--- src/rtl/bct_pkg.sv ---
`default_nettype none
// ----------------------------------------------------------------------------
// bct_pkg
// Shared constants, codes and types of the binary threshold accumulator.
// ----------------------------------------------------------------------------
package bct_pkg;

    // default sizing of the top level
    localparam int MAX_ELEMENTS_DEF = 1024;
    localparam int NUM_CHANNELS_DEF = 8;

    // field widths
    localparam int CMD_W     = 2;
    localparam int CH_W      = 3;
    localparam int IDX_W     = 10;
    localparam int THR_W     = 8;
    localparam int SCALE_W   = 16;
    localparam int SHIFT_W   = 24;
    localparam int ACT_W     = 8;
    localparam int RAW_W     = 12;
    localparam int VAL_W     = 27;
    localparam int PROD_W    = RAW_W + SCALE_W;
    localparam int FRAC_W    = 12;
    localparam int REG_IDX_W = 2;
    localparam int CFG_W     = 11;

    // saturation limits
    localparam int RAW_MAX = 2 ** (RAW_W - 1) - 1;
    localparam int RAW_MIN = -(2 ** (RAW_W - 1));
    localparam int VAL_MAX = 2 ** (VAL_W - 1) - 1;
    localparam int VAL_MIN = -(2 ** (VAL_W - 1));

    // input commands
    localparam logic [CMD_W-1:0] CMD_LOAD_TW = 2'd0;
    localparam logic [CMD_W-1:0] CMD_LOAD_SS = 2'd1;
    localparam logic [CMD_W-1:0] CMD_ACT     = 2'd2;

    // configuration register indexes
    localparam logic [REG_IDX_W-1:0] REG_ELEM_COUNT = 2'd0;
    localparam logic [REG_IDX_W-1:0] REG_CH_IN_USE  = 2'd1;
    localparam logic [REG_IDX_W-1:0] REG_RELU       = 2'd2;
    localparam logic [REG_IDX_W-1:0] REG_AFFINE     = 2'd3;

    // control broadcast from the top level to every cell
    typedef struct packed {
        logic            load_tw;  // threshold/weight entry write
        logic            load_ss;  // scale/shift write
        logic [CH_W-1:0] ch;       // channel addressed by a load
        logic            rd;       // table read for an accepted activation
        logic            acc;      // accumulate the word read last cycle
        logic            wend;     // that word closes the window
    } t_cell_ctl;

    // one finished channel result travelling down the drain chain
    typedef struct packed {
        logic                      vld;
        logic [CH_W-1:0]           ch;
        logic signed [RAW_W-1:0]   raw;
        logic signed [SCALE_W-1:0] scale;
        logic signed [SHIFT_W-1:0] shift;
        logic                      last;
    } t_drain;

endpackage
`default_nettype wire

--- src/rtl/bct_post.sv ---
`default_nettype none
// ----------------------------------------------------------------------------
// bct_post
// Output pipe: scale multiply, then shift add (or, with affine off, the raw sum shifted up by FRAC_W), ReLU,
// saturation, result reg.
module bct_post import bct_pkg::*; (
    input  wire logic                    i_clk,
    input  wire logic                    i_rst_n,
    input  wire t_drain                  i_head,
    input  wire logic                    i_affine,
    input  wire logic                    i_relu,
    output logic                         o_pop,
    input  wire logic                    i_ready,
    output logic                         o_valid,
    output logic [CH_W-1:0]              o_channel,
    output logic signed [RAW_W-1:0]      o_raw,
    output logic signed [VAL_W-1:0]      o_value,
    output logic                         o_last
);

    localparam int SUM_W = PROD_W + 1;

    logic                        r_m_vld;
    logic [CH_W-1:0]             r_m_ch;
    logic signed [RAW_W-1:0]     r_m_raw;
    logic signed [PROD_W-1:0]    r_m_prod;
    logic signed [SHIFT_W-1:0]   r_m_shift;
    logic                        r_m_last;

    logic                        r_o_vld;
    logic [CH_W-1:0]             r_o_ch;
    logic signed [RAW_W-1:0]     r_o_raw;
    logic signed [VAL_W-1:0]     r_o_val;
    logic                        r_o_last;

    logic                        w_o_take;
    logic                        w_m_load;
    logic signed [PROD_W-1:0]    n_prod;
    logic signed [SUM_W-1:0]     w_sum;
    logic signed [VAL_W-1:0]     n_val;

    assign w_o_take = r_m_vld && (!r_o_vld || i_ready);
    assign w_m_load = !r_m_vld || w_o_take;
    assign o_pop    = w_m_load && i_head.vld;

    assign n_prod = PROD_W'($signed(i_head.raw)) * PROD_W'($signed(i_head.scale));

    always_comb begin
        if (i_affine) begin
            w_sum = SUM_W'(r_m_prod) + SUM_W'(r_m_shift);
        end else begin
            w_sum = SUM_W'(r_m_raw) <<< FRAC_W;
        end
        if (i_relu && w_sum < 0) begin
            w_sum = '0;
        end
        if (w_sum > VAL_MAX) begin
            n_val = VAL_W'(VAL_MAX);
        end else if (w_sum < VAL_MIN) begin
            n_val = VAL_W'(VAL_MIN);
        end else begin
            n_val = w_sum[VAL_W-1:0];
        end
    end

    always_ff @(posedge i_clk) begin
        if (!i_rst_n) begin
            r_m_vld <= 1'b0;
            r_o_vld <= 1'b0;
        end else begin
            if (w_m_load) begin
                r_m_vld <= i_head.vld;
            end
            if (w_o_take) begin
                r_o_vld <= 1'b1;
            end else if (i_ready) begin
                r_o_vld <= 1'b0;
            end
        end
    end

    always_ff @(posedge i_clk) begin
        if (o_pop) begin
            r_m_ch    <= i_head.ch;
            r_m_raw   <= i_head.raw;
            r_m_prod  <= n_prod;
            r_m_shift <= i_head.shift;
            r_m_last  <= i_head.last;
        end
        if (w_o_take) begin
            r_o_ch   <= r_m_ch;
            r_o_raw  <= r_m_raw;
            r_o_val  <= n_val;
            r_o_last <= r_m_last;
        end
    end

    assign o_valid   = r_o_vld;
    assign o_channel = r_o_ch;
    assign o_raw     = r_o_raw;
    assign o_value   = r_o_val;
    assign o_last    = r_o_last;

endmodule
`default_nettype wire

--- config.mk ---
export PLATFORM = sky130hd
export DESIGN_NAME = bct_post
export DESIGN_NICKNAME = d
export VERILOG_FILES = /design/src/rtl/bct_pkg.sv /design/src/rtl/bct_post.sv
export SDC_FILE = /design/constraint.sdc
export NUM_CORES = 1
export LEC_CHECK = 0
export BUFFER_PORTS_ARGS = -buffer_cell sky130_fd_sc_hd__buf_2
export CAP_MARGIN = 20
export CORE_MARGIN = 4
export CORE_UTILIZATION = 40
export CTS_CLUSTER_DIAMETER = 80
export DETAILED_ROUTE_END_ITERATION = 10
export GPL_ROUTABILITY_DRIVEN = 0
export PLACE_DENSITY = 0.58
export SLEW_MARGIN = 25
export SYNTH_ARGS = -nofsm -noshare
export SYNTH_HDL_FRONTEND = slang
export SYNTH_SLANG_ARGS = --single-unit
--- constraint.sdc ---
create_clock -name i_clk -period 14 [get_ports i_clk]
set_input_delay 1.4 -clock i_clk [delete_from_list [all_inputs] [get_ports i_clk]]
set_output_delay 1.4 -clock i_clk [all_outputs]
set_load 0.01 [all_outputs]
Yosys cells after proc, flatten, opt, wreduce, memory -nomap -nowiden
Cells that the tools add are included.

word-level totals
  ROM bits = 0
  memories kept = 0
  RAM bits = 0
  bits in latches = 0
  register bits = 113

cells by class
  multiply operators = 1
  shift-type cells = 0
  multiplexer cells = 5
  add/subtract/negate cells = 1
  order comparisons = 3
  reductions and logical operators = 8
  equality and inequality tests = 0
  bitwise logic cells = 0
  divide/modulo/power cells = 0

operator list
  cell                                                                    count
  29-bit 2-to-1 mux                                                       2
  28-bit by 24-bit adder with 29-bit output                               1
  29-bit by 27-bit > comparator with 1-bit output, second input constant  1
  29-bit by 1-bit < comparator with 1-bit output, second input constant   1
  29-bit by 27-bit < comparator with 1-bit output, second input constant  1
  12-bit by 16-bit multiplier with 28-bit output                          1
  27-bit 2-to-1 mux                                                       1
  1-bit logical AND                                                       3
  1-bit logical NOT                                                       2
  1-bit logical OR                                                        2
  1-bit 2-to-1 mux                                                        2
  2-bit nonzero test                                                      1

Depth between registers and ports, before layout
Gate-level depths: netlist of the first run.

  depth after elaboration = 7
  gate-level depth with buffers = 23

Worst setup path before layout of the first run
OpenSTA, ideal clock, no wires.

  path kind = input port to output port
  start = in i_ready
  end = out o_pop
  setup slack = 5,967 ps
  stages = 2
  arrival = 6,633 ps
  required time = 12,600 ps
  path buffers = 0
  cell sequence = nor2b_1 > a21boi_0

on the way
  longest elaborated chain between the ends = 4

RTL lines
  what               RTL line        source
  from (decl)        bct_post.sv:13  input wire logic i_ready,
  1-bit logical OR   bct_post.sv:42  assign w_o_take = r_m_vld && (!r_o_vld || i_ready);
  1-bit logical AND  bct_post.sv:42
  1-bit logical OR   bct_post.sv:43  assign w_m_load = !r_m_vld || w_o_take;
  1-bit logical AND  bct_post.sv:44  assign o_pop = w_m_load && i_head.vld;
  to (decl)          bct_post.sv:12  output logic o_pop,

Every way passes these cells.

Worst setup path after layout of the first run
  start = in i_head[45] (netlist bit)
  end = reg r_m_prod[27] (data pin)

on the way
  longest elaborated chain between the ends = 1

RTL lines
  what                                            RTL line        source
  from (decl)                                     bct_post.sv:9   input wire t_drain i_head,
  12-bit by 16-bit multiplier with 28-bit output  bct_post.sv:46  assign n_prod = PROD_W'($signed(i_head.raw)) * PROD_W'($signed(i_head.scale));
  named net n_prod[27]                            bct_post.sv:38  logic signed [PROD_W-1:0] n_prod;
  to (signal assigned)                            bct_post.sv:86  r_m_prod <= n_prod;
  to (decl)                                       bct_post.sv:26  logic signed [PROD_W-1:0] r_m_prod;

The timed path passes the listed nets, and every way through them passes these cells.
A chain may end at the register's enable or synchronous reset.

==> flow_summary.ini, run 1 <==
[run_status]
status = completed

[synth]
synth_edf_count = 111
yosys_warnings = 0
yosysUniqueCellTypes = 60
async_flop_share = 0
ys_seq_area_frac = 0.276
synth_nets = 1529
ys_ff_latch = 113
ys_dominant_reg_cell = edfxtp_1
syn_inst = 1201
synth_area_mm2 = 0.0122
avgSynthCellArea_um2 = 10.2

[sta]
clock.fmax_mhz = 144
worst_hold_slack_ns = 0.418
relSlewSlack = 0.354
worst_clock_skew_ns = 0.0116
timing.final.max_slew_violations = 0
fin_setup_tns_ns = 0
post-route-period-util = 0.496
setup-violations-final = 0
worstMarginPinSlew_ns = 0.967
period_needed_ns = 6.94
finalHoldViolations = 0
rsz0062_at_grt = false

[place]
hpwlAfterDp_um = 22300
placed_cells = 1659
port-buffer-count = 106

[detailed_routing]
drt-pass1-iter-count = 6
viasPerCell = 4.92
route.detailed.drc = 0
detail_route.wl_per_cell_um = 16.4
wl_um = 27800
via_count = 8324
ant_nets = 0
drt_iter0_drc = 495

[floorplan]
chipHeight_um = 183
start_util = 0.409
rows = 63
io-pin-count = 107
fp.dieArea_mm2 = 0.0334
chipWidth_um = 183
core-area_mm2 = 0.0299

[run]
maxCapViolCount = 0

[pwr]
ir_drop_mv = 0.161
leakage_nw = 6.33
powerDensity_mw_per_mm2 = 241

[cts]
cts_resized = 0
cts_tree = built
cts_setup_buffers = 0
cts_buffer_depth = 2
cts.sinks = 113
hold_buffers = 0
clkTransAtPathRegs_ns = 0.06
root_buffer = clkbuf_16
cts_max_level = 4
clock_latency_ns = 0.41
cts_buffers = 17

[layout]
diodes = 0
final_nets = 1616
fin_cells = 1691
drive_above_1_share = 0.120
seqCellArea_mm2 = 0.00337
multi_input_area_mm2 = 0.00778
final_core_util = 0.459
n_fill_cell = 2817
area_growth_pct = 12.4

[global_route]
grtUsageTotal = 0.175
antenna_found_initial = 0
grt_overflow = 0
grt_pass1_wl_um = 46500
grt_max_degree = 57
first_global_vias = 8860

[setup_path]
end_kind = flop
crit_fanout = 17
cp.required_ns = 14.15
start_kind = primary input
crit_type = primary input to flop
arrival_ns = 7.09

[hold_path]
hold_class = flop to flop
worst max-delay path, cell delays in order:
cell	delay (ns)
buf_2	0.33
nand2_1	0.13
fa_1	0.49
fa_1	0.43
fa_1	0.55
inv_1	0.05
fa_1	0.49
inv_1	0.05
fa_1	0.53
inv_1	0.04
ha_1	0.33
o21a_1	0.12
o31a_1	0.14
o2111ai_1	0.27
a31oi_1	0.17
a41oi_1	0.26
a21oi_1	0.12
and4_1	0.21
a2111oi_0	0.61
a21oi_1	0.17
xnor2_1	0.17
Yosys cell counts (2+ instances only):
| cell type | n | area share |
|---|---|---|
| a21oi_1 | 33 | 0.014 |
| o21ai_0 | 42 | 0.017 |
| o31a_1 | 2 | 0.0014 |
| inv_1 | 242 | 0.074 |
| a21o_1 | 14 | 0.0086 |
| and4_1 | 2 | 0.0014 |
| nand2_1 | 153 | 0.047 |
| xor2_1 | 14 | 0.010 |
| nor2_1 | 39 | 0.012 |
| o21ai_1 | 16 | 0.0066 |
| o21a_1 | 11 | 0.0068 |
| a41oi_1 | 2 | 0.0014 |
| a211oi_1 | 7 | 0.0043 |
| buf_2 | 4 | 0.0016 |
| mux2i_1 | 9 | 0.0074 |
| edfxtp_1 | 111 | 0.27 |
| and2_1 | 53 | 0.027 |
| nor2b_1 | 11 | 0.0056 |
| or4_1 | 2 | 0.0012 |
| and3_1 | 6 | 0.0031 |
| nor3_1 | 12 | 0.0049 |
| xnor2_1 | 30 | 0.022 |
| or3_1 | 7 | 0.0036 |
| clkbuf_1 | 35 | 0.011 |
| a211oi_2 | 2 | 0.0020 |
| o31ai_1 | 4 | 0.0025 |
| o2111ai_2 | 2 | 0.0025 |
| o211ai_2 | 2 | 0.0020 |
| nand3b_1 | 2 | 0.0012 |
| a21boi_0 | 4 | 0.0025 |
| ha_1 | 87 | 0.089 |
| nand2b_1 | 17 | 0.0087 |
| dfxtp_1 | 2 | 0.0033 |
| or2_2 | 4 | 0.0020 |
| nand3_1 | 11 | 0.0045 |
| a31oi_1 | 5 | 0.0026 |
| fa_1 | 179 | 0.29 |
placed cells by master, fill, tap and decap left out, drive strengths merged, types with 3 or more instances in the layout:
master	n
or3	7
buf	108
nand2b	17
nor3	12
a211oi	9
o21a	11
a21oi	34
or2	4
o31ai	5
xnor2	30
clkinv	7
o211ai	3
fa	179
and2	53
o2111ai	3
ha	87
a31oi	5
mux2i	9
inv	242
a21o	14
nor2b	11
a21boi	4
or4	3
and3	6
clkbuf	18
bufinv	4
clkinvlp	3
o21ai	59
nand3	11
nor2	39
nand2	153
edfxtp	111
xor2	14
registers in the layout (all words and copies together), names as in the netlist:
name / count
o_value: 27
o_last: 1
o_raw: 12
o_valid: 1
r_m_vld: 1
r_m_ch: 3
r_m_prod: 28
r_m_raw: 12
r_m_last: 1
o_channel: 3
r_m_shift: 24
layout make-up:
cell class	instances	share of cell area
Multi-Input combinational cell	806	0.567
Sequential cell	113	0.246
Inverter	242	0.0662
Timing Repair Buffer	108	0.0398
Tap cell	390	0.0356
Clock buffer	18	0.0313
Clock inverter	14	0.0139
worst paths after layout:
check	startpoint	to	slack [ns]	depth (start not counted)
worst max-delay path	i_head[45]	r_m_prod[27]	7.06	21
worst min-delay path	r_m_ch[2]	o_channel[2]	0.42	0
worst max register to register	r_m_prod[3]	o_value[9]	9.64	11
worst min register to register	r_m_ch[2]	o_channel[2]	0.42	0
cell families (layout without fill, tap and decap cells):
family                   count (synthesis)  count (layout)  share of synthesized area
AND/OR/NAND/NOR                        323             323                      0.125
AO/OA/AOI/OAI                          162             162                     0.0872
flip-flops                             113             113                      0.276
adder cells (fa/ha/maj)                267             267                      0.383
XOR/XNOR                                44              44                     0.0316
multiplexers                            10              10                    0.00830
buffers and inverters                  282             382                     0.0877
report_power, final:
part	internal, mW	leakage (nW)	total [mW]	switching [mW]
clock	0.297	0.291	0.447	0.151
combinational	0.997	4.95	2.27	1.27
sequential	0.566	1.09	0.589	0.0228
total	1.86	6.33	3.31	1.45
metal layers:
layer	part of all wire	global-route usage	up-vias
met4	0.013	0.0420	0
met1	0.48	0.252	4069
li1	-	-	4005
met3	0.058	0.0305	25
met2	0.45	0.278	225
met5	0	0	-
metrics by stage:
| stage | worst slack (ns) | total power [mW] | cell area (um^2) |
|---|---|---|---|
| after floorplan | 5.97 | 2.38 | 12200 |
| after global placement | 6.67 | 2.82 | 13100 |
| after detailed placement | 6.55 | 2.86 | 13100 |
| after CTS | 6.99 | 3.33 | 13700 |
| after global routing | 6.56 | 3.70 | 13700 |
| final | 7.06 | 3.31 | 13700 |
(Power assumes the default switching activity.)
==> inputs of run 2 (changes only) <==
Settings changed: PLACE_DENSITY 0.58 to 0.6.
Clock period 14 ns to 5.7 ns, I/O delays scaled along.
==> flow_summary.ini, run 2 (same netlist as run 1, synthesis figures left out) <==
[sta]
rsz0062_at_grt = false
worst_hold_slack_ns = 0.325
period_needed_ns = 5.43
timing.final.max_slew_violations = 0
setup-violations-final = 0
post-route-period-util = 0.952
relSlewSlack = 0.557
clock.fmax_mhz = 184
worstMarginPinSlew_ns = 0.661
finalHoldViolations = 0
worst_clock_skew_ns = 0.0125

[cts]
root_buffer = clkbuf_16
cts_tree = built
cts.sinks = 113
clock_latency_ns = 0.42
hold_buffers = 0
cts_buffer_depth = 2
clkTransAtPathRegs_ns = 0.06
cts_max_level = 4
cts_buffers = 17

[layout]
drive_above_1_share = 0.208
largest_reg_flops = 28
final_common_cell = inv_1
area_growth_pct = 21.1
final_nets = 1740
diodes = 0
fin_cells = 1815
top_register = r_m_prod
layout_common_cells = inv_1 (242), fa_1 (179), nand2_1 (153)

[run_status]
status = completed

[detailed_routing]
detail_route.wl_per_cell_um = 15.2
ant_nets = 0
via_count = 8624
wl_um = 27600
wl_met2_um = 12300
highest_layer = met4
viasPerCell = 4.75
drt_iter0_drc = 438
route.detailed.drc = 0
wl_met3_um = 1370
met1_length_um = 13500
drt-pass1-iter-count = 6

[floorplan]
core-area_mm2 = 0.0299
chipHeight_um = 183
fp.dieArea_mm2 = 0.0334
io-pin-count = 107
chipWidth_um = 183
start_util = 0.409
rows = 63

[global_route]
grtUsageTotal = 0.174
grt_max_degree = 44
grt_overflow = 0
first_global_vias = 9119
antenna_found_initial = 0
grt_pass1_wl_um = 46700

[pwr]
leakage_nw = 6.95
seqPwrFrac = 0.157
power.share.combinational = 0.727
pwr-share-clk = 0.115
ir_drop_mv = 0.353
p_sw_frac = 0.415
powerDensity_mw_per_mm2 = 621
switching_power_mw = 3.81
internal-power_mw = 5.37

[place]
port-buffer-count = 106
placed_cells = 1783
hpwlAfterDp_um = 23700

[hold_path]
hold_class = primary input to flop

[setup_path]
r2r-start = r_m_shift[0]
end_kind = flop
arrival_ns = 5.60
cp.required_ns = 5.87
rr_endpoint = o_value[21]
cp-endpoint = r_m_prod[26]
crit_fanout = 8
cp-startpoint = i_head[28]
start_kind = primary input
reg2regPathDepth = 13
rrSetupSlack_ns = 1.56
crit_type = primary input to flop

[run]
maxCapViolCount = 0
-- run 2: worst min-delay path by stage --
| stage | cells past startpoint | startpoint | end | slack, ns |
|---|---|---|---|---|
| finish | 1 | i_head[7] | r_m_shift[6] | 0.33 |
| global route | 1 | i_head[11] | r_m_shift[10] | 0.31 |
| CTS | 1 | i_head[23] | r_m_shift[22] | 0.30 |
| detailed placement | 0 | r_m_ch[2] | o_channel[2] | 0.41 |
| global placement | 0 | r_m_ch[1] | o_channel[1] | 0.40 |
| floorplan | 0 | r_m_ch[0] | o_channel[0] | 0.40 |
-- run 2: layer usage --
| metal | GRT usage | vias up |
|---|---|---|
| met1 | 0.256 | 4159 |
| met3 | 0.0263 | 25 |
| met5 | 0 | - |
| met2 | 0.269 | 193 |
| met4 | 0.0480 | 0 |
| li1 | - | 4247 |
-- run 2: power groups by stage --
stage | Clock (mW) | Combinational (mW) | Sequential (mW)
floorplan | 0 | 4.59 | 1.47
global placement | 0 | 6.43 | 1.46
detailed placement | 0 | 6.55 | 1.46
CTS | 1.08 | 6.60 | 1.45
global route | 1.11 | 7.71 | 1.46
finish | 1.06 | 6.68 | 1.45
-- run 2: timing repair --
item | in CTS | in global routing
buffers inserted | 0 | 0
resized for setup | 0 | 15
setup endpoints to repair | 0 | 4
hold endpoints to repair | 0 | 0
-- run 2: area by class of cell --
cell class / count / area [um^2]
multi-input cells: 806 / 7900
fillers: 2732 / 15100
well taps: 390 / 488
inverters: 242 / 908
clock inverters: 14 / 165
flip-flops and latches: 113 / 3370
repair buffers: 232 / 1520
clock buffers: 18 / 429
-- run 2: critical path, stage by stage --
cell and delay, ns:
buf_2 0.16, buf_4 0.15, and2_1 0.14, fa_1 0.50
fa_1 0.53, fa_1 0.54, fa_1 0.50, inv_1 0.05
fa_1 0.48, inv_1 0.04, ha_1 0.19, or2_4 0.24
nor2b_1 0.11, o211a_1 0.17, o21ai_1 0.08, or4_4 0.45
a211oi_2 0.21, nor3_2 0.08, a21o_1 0.19, a21oi_2 0.14
xnor2_1 0.07
-- run 2: through the flow --
| stage | power, mW | utilization | setup TNS, ns | worst slack, ns | cell area, um^2 |
|---|---|---|---|---|---|
| 2_1_floorplan | 6.06 | - | -0.0482 | -0.0482 | 12300 |
| 3_3_place_gp | 7.90 | 0.472 | -1.31 | -0.340 | 14100 |
| 3_5_place_dp | 8.02 | 0.473 | -1.49 | -0.392 | 14100 |
| 4_1_cts | 9.13 | 0.493 | 0 | 0.0474 | 14700 |
| 5_1_grt | 10.3 | 0.495 | 0 | 0.0203 | 14800 |
| 6_report | 9.18 | 0.495 | 0 | 0.273 | 14800 |
